File: config.mk
export PLATFORM = sky130hd
export DESIGN_NAME = calendar_clock_tick
export DESIGN_NICKNAME = d
export VERILOG_FILES = /design/src/rtl/core/cct_pkg.sv /design/src/rtl/core/calendar_clock_tick.sv
export VERILOG_INCLUDE_DIRS = /design/src /design/src/rtl/core
export SDC_FILE = /design/constraint.sdc
export NUM_CORES = 1
export LEC_CHECK = 0
export BUFFER_PORTS_ARGS = -buffer_cell sky130_fd_sc_hd__buf_4
export CORE_UTILIZATION = 46
export CTS_BUF_LIST = sky130_fd_sc_hd__clkbuf_4
export DETAILED_ROUTE_END_ITERATION = 10
export GPL_TIMING_DRIVEN = 0
export HOLD_SLACK_MARGIN = 0.12
export PLACE_DENSITY_LB_ADDON = 0.25
export SYNTH_ARGS = -nofsm -noshare
export SYNTH_HDL_FRONTEND = slang
export SYNTH_SLANG_ARGS = --single-unit
export TNS_END_PERCENT = 1
File: constraint.sdc
create_clock -name aclk -period 6.5 [get_ports aclk]
set_input_delay 0.325 -clock aclk [delete_from_list [all_inputs] [get_ports aclk]]
set_output_delay 0.325 -clock aclk [all_outputs]
set_load 0.005 [all_outputs]
File: src/rtl/core/calendar_clock_tick_defines.svh
// assertion macros for the calendar clock tick block
`ifndef CALENDAR_CLOCK_TICK_DEFINES_SVH
`define CALENDAR_CLOCK_TICK_DEFINES_SVH

// same-cycle implication, checked out of reset
`define CCT_ASSERT_NOW(label, ante, cons) \
    label: assert property (@(posedge aclk) disable iff (!aresetn) (ante) |-> (cons)) \
        else $error("calendar clock tick check failed");

// next-cycle implication, checked out of reset
`define CCT_ASSERT_NEXT(label, ante, cons) \
    label: assert property (@(posedge aclk) disable iff (!aresetn) (ante) |=> (cons)) \
        else $error("calendar clock tick check failed");

`endif

File: src/rtl/core/cct_pkg.sv
// types, constants and calendar helper functions for the calendar clock tick block
`timescale 1ns / 1ps

package cct_pkg;

    localparam int YEAR_BITS = 16;

    localparam int SPT_W    = 8;
    localparam int SEC_W    = 6;
    localparam int MIN_W    = 6;
    localparam int HOUR_W   = 5;
    localparam int YEAR_W   = 16;
    localparam int MONTH_W  = 4;
    localparam int DAY_W    = 5;
    localparam int S_DATA_W = 40;
    localparam int M_DATA_W = 56;

    localparam logic [SPT_W-1:0]     SPT_RESET    = 8'd1;
    localparam logic [YEAR_BITS-1:0] YEAR_RESET   = YEAR_BITS'(2017);
    localparam logic [MONTH_W-1:0]   MONTH_RESET  = 4'd11;
    localparam logic [DAY_W-1:0]     DAY_RESET    = 5'd13;
    localparam logic [HOUR_W-1:0]    HOUR_RESET   = 5'd9;
    localparam logic [MIN_W-1:0]     MINUTE_RESET = 6'd24;

    localparam logic [8:0] SECS_PER_MIN  = 9'd60;
    localparam logic [6:0] MINS_PER_HOUR = 7'd60;
    localparam logic [5:0] HOURS_PER_DAY = 6'd24;
    localparam logic [4:0] MONTH_LIMIT   = 5'd13;

    // exact divisibility by 25: y * inv(25) mod 2^32 <= (2^32 - 1) / 25
    localparam logic [31:0] INV25   = 32'hC28F_5C29;
    localparam logic [31:0] BOUND25 = 32'h0A3D_70A3;

    typedef enum logic {
        REQ_TICK = 1'b0,
        REQ_LOAD = 1'b1
    } req_type_t;

    function automatic logic is_leap(input logic [YEAR_BITS-1:0] y);
        logic [31:0] prod;
        logic        div4;
        logic        div16;
        logic        div25;
        prod  = 32'(y) * INV25;
        div4  = (y[1:0] == 2'd0);
        div16 = (y[3:0] == 4'd0);
        div25 = (prod <= BOUND25);
        return div4 && (!div25 || div16);
    endfunction

    function automatic logic [DAY_W-1:0] month_length(input logic [MONTH_W-1:0] m,
                                                      input logic              leap);
        logic [DAY_W-1:0] len;
        case (m)
            4'd2:                                  len = leap ? 5'd29 : 5'd28;
            4'd4, 4'd6, 4'd9, 4'd11:               len = 5'd30;
            4'd1, 4'd3, 4'd5, 4'd7, 4'd8, 4'd10,
            4'd12:                                 len = 5'd31;
            default:                               len = 5'd0;
        endcase
        return len;
    endfunction

endpackage

File: src/rtl/core/calendar_clock_tick.sv
// calendar clock tick: seconds, uptime and gregorian calendar counters
// an accepted word waits in the input register; its result word enters the result register once that is empty or taken
// throughput: one word per cycle while the output is not stalled, set by the combinational carry chain and leap check
// an input register and a result register give two words of buffering under stall
// reset (aresetn low, synchronous): buffers empty, counters to their start values
`timescale 1ns / 1ps
`include "calendar_clock_tick_defines.svh"

module calendar_clock_tick (
    input  logic                         aclk,
    input  logic                         aresetn,
    input  logic                         cfg_we,
    input  logic [cct_pkg::SPT_W-1:0]    cfg_wdata,     // seconds_per_tick
    input  logic                         s_tvalid,
    output logic                         s_tready,
    input  logic [cct_pkg::S_DATA_W-1:0] s_tdata,       // load_year, load_month, load_day,
                                                        // load_hour, load_minute, zero pad
    input  logic                         s_tuser,       // req_type
    output logic                         m_tvalid,
    input  logic                         m_tready,
    output logic [cct_pkg::M_DATA_W-1:0] m_tdata        // uptime_seconds, uptime_minutes,
                                                        // uptime_hours, cal_year, cal_month,
                                                        // cal_day, cal_hour, cal_minute, pad
);
    import cct_pkg::*;

    logic [SPT_W-1:0]     spt_reg;

    logic                 in_valid_reg;
    req_type_t            in_type_reg;
    logic [YEAR_W-1:0]    in_year_reg;
    logic [MONTH_W-1:0]   in_month_reg;
    logic [DAY_W-1:0]     in_day_reg;
    logic [HOUR_W-1:0]    in_hour_reg;
    logic [MIN_W-1:0]     in_minute_reg;

    logic                 m_valid_reg;
    logic [M_DATA_W-1:0]  m_data_reg;
    logic [M_DATA_W-1:0]  m_data_next;

    logic [SEC_W-1:0]     sec_reg,     sec_next;
    logic [MIN_W-1:0]     up_min_reg,  up_min_next;
    logic [HOUR_W-1:0]    up_hour_reg, up_hour_next;
    logic [YEAR_BITS-1:0] year_reg,    year_next;
    logic [MONTH_W-1:0]   month_reg,   month_next;
    logic [DAY_W-1:0]     day_reg,     day_next;
    logic [HOUR_W-1:0]    hour_reg,    hour_next;
    logic [MIN_W-1:0]     minute_reg,  minute_next;

    logic                 advance;
    logic                 load_adv;

    assign advance  = in_valid_reg && (!m_valid_reg || m_tready);
    assign load_adv = advance && (in_type_reg == REQ_LOAD);
    assign s_tready = !in_valid_reg || advance;
    assign m_tvalid = m_valid_reg;
    assign m_tdata  = m_data_reg;

    // carry chain for one word
    always_comb begin
        logic [8:0]       sec_sum;
        logic [6:0]       up_min_inc;
        logic [5:0]       up_hour_inc;
        logic [6:0]       minute_inc;
        logic [5:0]       hour_inc;
        logic [DAY_W-1:0] len;
        logic [4:0]       month_inc;

        sec_next     = sec_reg;
        up_min_next  = up_min_reg;
        up_hour_next = up_hour_reg;
        year_next    = year_reg;
        month_next   = month_reg;
        day_next     = day_reg;
        hour_next    = hour_reg;
        minute_next  = minute_reg;

        sec_sum     = 9'(sec_reg) + 9'(spt_reg);
        up_min_inc  = 7'(up_min_reg) + 7'd1;
        up_hour_inc = 6'(up_hour_reg) + 6'd1;
        minute_inc  = 7'(minute_reg) + 7'd1;
        hour_inc    = 6'(hour_reg) + 6'd1;
        month_inc   = 5'(month_reg) + 5'd1;
        len         = month_length(month_reg, is_leap(year_reg));

        if (in_type_reg == REQ_LOAD) begin
            year_next   = in_year_reg[YEAR_BITS-1:0];
            month_next  = in_month_reg;
            day_next    = in_day_reg;
            hour_next   = in_hour_reg;
            minute_next = in_minute_reg;
        end else if (sec_sum < SECS_PER_MIN) begin
            sec_next = sec_sum[SEC_W-1:0];
        end else begin
            sec_next = '0;
            // uptime clock
            if (up_min_inc < MINS_PER_HOUR) begin
                up_min_next = up_min_inc[MIN_W-1:0];
            end else begin
                up_min_next  = '0;
                up_hour_next = (up_hour_inc < HOURS_PER_DAY) ? up_hour_inc[HOUR_W-1:0] : '0;
            end
            // calendar
            if (minute_inc < MINS_PER_HOUR) begin
                minute_next = minute_inc[MIN_W-1:0];
            end else begin
                minute_next = '0;
                if (hour_inc < HOURS_PER_DAY) begin
                    hour_next = hour_inc[HOUR_W-1:0];
                end else begin
                    hour_next = '0;
                    if (day_reg < len) begin
                        day_next = day_reg + 5'd1;
                    end else begin
                        day_next = 5'd1;
                        if (month_inc < MONTH_LIMIT) begin
                            month_next = month_inc[MONTH_W-1:0];
                        end else begin
                            month_next = 4'd1;
                            year_next  = year_reg + YEAR_BITS'(1);
                        end
                    end
                end
            end
        end

        m_data_next = {3'd0, minute_next, hour_next, day_next, month_next,
                       YEAR_W'(year_next), up_hour_next, up_min_next, sec_next};
    end

    always_ff @(posedge aclk) begin
        if (!aresetn) begin
            spt_reg <= SPT_RESET;
        end else if (cfg_we) begin
            spt_reg <= cfg_wdata;
        end
    end

    always_ff @(posedge aclk) begin
        if (!aresetn) begin
            in_valid_reg <= 1'b0;
        end else if (s_tvalid && s_tready) begin
            in_valid_reg <= 1'b1;
        end else if (advance) begin
            in_valid_reg <= 1'b0;
        end
    end

    always_ff @(posedge aclk) begin
        if (s_tvalid && s_tready) begin
            in_type_reg   <= req_type_t'(s_tuser);
            in_year_reg   <= s_tdata[15:0];
            in_month_reg  <= s_tdata[19:16];
            in_day_reg    <= s_tdata[24:20];
            in_hour_reg   <= s_tdata[29:25];
            in_minute_reg <= s_tdata[35:30];
        end
    end

    always_ff @(posedge aclk) begin
        if (!aresetn) begin
            m_valid_reg <= 1'b0;
        end else if (advance) begin
            m_valid_reg <= 1'b1;
        end else if (m_tready) begin
            m_valid_reg <= 1'b0;
        end
    end

    always_ff @(posedge aclk) begin
        if (advance) begin
            m_data_reg <= m_data_next;
        end
    end

    always_ff @(posedge aclk) begin
        if (!aresetn) begin
            sec_reg     <= '0;
            up_min_reg  <= '0;
            up_hour_reg <= '0;
            year_reg    <= YEAR_RESET;
            month_reg   <= MONTH_RESET;
            day_reg     <= DAY_RESET;
            hour_reg    <= HOUR_RESET;
            minute_reg  <= MINUTE_RESET;
        end else if (advance) begin
            sec_reg     <= sec_next;
            up_min_reg  <= up_min_next;
            up_hour_reg <= up_hour_next;
            year_reg    <= year_next;
            month_reg   <= month_next;
            day_reg     <= day_next;
            hour_reg    <= hour_next;
            minute_reg  <= minute_next;
        end
    end

    `CCT_ASSERT_NOW(a_sec_range, 1'b1, sec_reg < 6'd60)
    `CCT_ASSERT_NOW(a_uptime_range, 1'b1, (up_min_reg < 6'd60) && (up_hour_reg < 5'd24))
    `CCT_ASSERT_NOW(a_stall_cause, !s_tready, in_valid_reg && m_valid_reg && !m_tready)
    `CCT_ASSERT_NEXT(a_load_keeps_uptime, load_adv, $stable({sec_reg, up_min_reg, up_hour_reg}))
    `CCT_ASSERT_NEXT(a_result_follows, advance, m_valid_reg)

endmodule
==> metrics.cfg <==
[routing]
drt_wl_total_um=41600
first_pass_iters=6
drtIter0Drc=1185
postRouteAntennaNets=0
viasPerCell=5.74
drcViolationCount=0
drt-wirelength-per-cell_um=20.2
num_vias=11800

[global_routing]
grt_pass1_wl_um=63900
top_usage_layer=met2
grt_usage=0.277
use_met3=0.0717
grt_pass1_vias=11700
antenna_found_initial=0
use_met2=0.433
grt_max_degree=38
gr-usage-met1=0.365
grt_overflow_total=0

[placed_design]
dp_cells=1914
pre_cts_slack_ns=-1.41
dp_hpwl_um=30100
place_congestion=0.943
io_buffers=102

[worst_setup_path]
crit_type=reg -> reg
endpoint_kind=flip-flop
ff2ff_path_depth=24
crit_path_end=m_tdata[19]
critPathLaunchType=flip-flop
reg2reg_from=year_reg[3]
cp_max_fo=5
arrival_ns=7.01
startpoint=year_reg[3]
r2r_slack_ns=-0.19
worstReg2RegEnd=m_tdata[19]
crit_required_ns=6.83

[sta]
finClkSkew_ns=0.0289
rsz0062_at_grt=yes
finalMaxSlewViolations=0
relSlewSlack=0.424
whs_ns=0.216
worst_pin_slew_ns=0.857
post-route-period-util=1.03
hold_viol_final=0
max_freq_mhz=150
setup_violations=13
fin_setup_tns_ns=-0.879
final.min_clock_period_ns=6.69
fin_ws_ns=-0.186

[layout]
multi_input_area_um2=9240
syn_to_final_growth_pct=24.5
largest_reg_flops=53
final_cells=2058
insertedDiodeCount=0
drive_above_1_share=0.218
nNetsFinal=1973
ff_latch_area_um2=4020
fillers=2462

[run]
cap_violations=0

[floorplanning]
dieArea_um2=30200
die_w_um=174
ios=112
row_count=62
initial_core_util=0.470
die_y_um=174
fp.coreArea_um2=28900

[synth]
yosysTopAreaCell=edfxtp_1
synth_area_um2=13600
avgSynthCellArea_um2=9.52
syn_inst=1424
synth_edf_count=90
synthFlopType=edfxtp_1
ys_async_sr_fraction=0
synth_top_cell_area_share=0.199
yosysMostFrequentCell=inv_1
yosys-top-cells-area=edfxtp_1, fa_1, ha_1, dfxtp_1, inv_1
synth_seq_cells=153
ys_types=87
ys_warn_count=0
synth_commonest_cells=inv_1, ha_1, nand2_1, fa_1, nor2_1
seq_area_frac_synth=0.292

[clocking]
clock_latency_ns=0.60
cts.htree.levels=4
cts.clk_slew.worst_paths_ns=0.14
cts.sinks=153
cts_buffer_depth=2
cts_buffers=17
cts_tree=yes
clock_tree.root_cell=clkbuf_4

[power_and_ir_drop]
power.density_nw_per_um2=597
leakagePower_nw=7.31
finalPower_w=0.0101
ir_drop_mv=0.729

[outcome]
status=finished with violations
violations=setup timing

[worst_hold_path]
min_path_type=in -> reg

-- layer usage --
layer | routed length (µm) | part of all wire
met5 | 0 | 0
met4 | 1610 | 0.039
met3 | 3410 | 0.082
met2 | 18700 | 0.45
met1 | 17900 | 0.43
-- how the worst min path moves through the flow --
| stage | startpoint | to | slack [ns] | cells past startpoint |
|---|---|---|---|---|
| floorplan | s_tdata[20] | in_day_reg[0] | 0.42 | 0 |
| global placement | sec_reg[2] | sec_reg[2] | 0.47 | 2 |
| detailed placement | sec_reg[2] | sec_reg[2] | 0.47 | 2 |
| CTS | aresetn | year_reg[1] | 0.14 | 3 |
| global route | aresetn | year_reg[1] | 0.17 | 3 |
| finish | aresetn | year_reg[1] | 0.22 | 3 |
-- what timing repair did --
action                                  CTS  global route
setup buffers                            63             4
hold endpoints to repair                 47             0
resized for setup                       156            29
hold buffers                             48             0
endpoints found under the setup margin   50            46
pin swaps                                77            21
-- report_power, final --
part	internal [W]	total, W	leakage [nW]	switching, W
logic	0.00382	0.00832	5.78	0.00450
clock network	0.000235	0.000630	0.145	0.000395
registers	0.00108	0.00113	1.38	0.0000447
total	0.00514	0.0101	7.31	0.00494
-- final cells by class --
| class | count | share of cell area |
|---|---|---|
| inverters | 190 | 0.0427 |
| plain buffers | 62 | 0.0183 |
| multi-input cells | 1018 | 0.547 |
| flip-flops and latches | 153 | 0.238 |
| well taps | 384 | 0.0285 |
| clock inverters | 15 | 0.00971 |
| repair buffers | 219 | 0.108 |
| clock buffers | 17 | 0.00756 |
-- cells by family after synthesis --
kind of cell / synth area share
other: 0.000277
xor gates and xnor gates: 0.0227
DFF: 0.292
muxes: 0.0133
AOI/OAI and AO/OA: 0.161
and+or+nand+nor: 0.140
adders and majority gates: 0.298
buffers and inverters: 0.0734
-- per-stage QoR --
stage | utilization | instance area [µm²]
3_3_place_gp | 0.514 | 14800
5_1_grt | 0.585 | 16900
2_1_floorplan | - | 13600
6_report | 0.585 | 16900
3_5_place_dp | 0.515 | 14900
4_1_cts | 0.580 | 16700
-- cells in the final DEF, fill, tap and decap left out, types with 20 or more instances in the layout --
master | synthesis | routed
a21oi_1 | 66 | 59
a31oi_1 | 25 | 20
buf_4 | 3 | 169
clkbuf_1 | 46 | 42
dfxtp_1 | 63 | 48
dlygate4sd3_1 | 0 | 48
edfxtp_1 | 90 | 90
fa_1 | 108 | 93
ha_1 | 150 | 127
inv_1 | 189 | 172
nand2_1 | 123 | 121
nand3_1 | 29 | 26
nor2_1 | 100 | 97
nor3_1 | 27 | 24
o21ai_0 | 60 | 50
xnor2_1 | 22 | 22
-- worst max-delay path, stage by stage (launching register included) --
cell and delay [ns]:
dfxtp_4 0.40, fa_1 0.61, inv_2 0.07, fa_2 0.34, inv_1 0.08, fa_1 0.44
fa_1 0.52, fa_1 0.51, inv_1 0.06, fa_1 0.53, inv_2 0.05, ha_4 0.30
nand2_2 0.07, o21ai_2 0.25, o211ai_1 0.13, a32oi_2 0.34, xor2_1 0.11, a21oi_1 0.25
a31oi_4 0.15, buf_6 0.15, nor4_4 0.25, buf_4 0.19, buf_4 0.14, a211oi_2 0.06
a311o_1 0.42
Power figures use the tool's default switching activity.
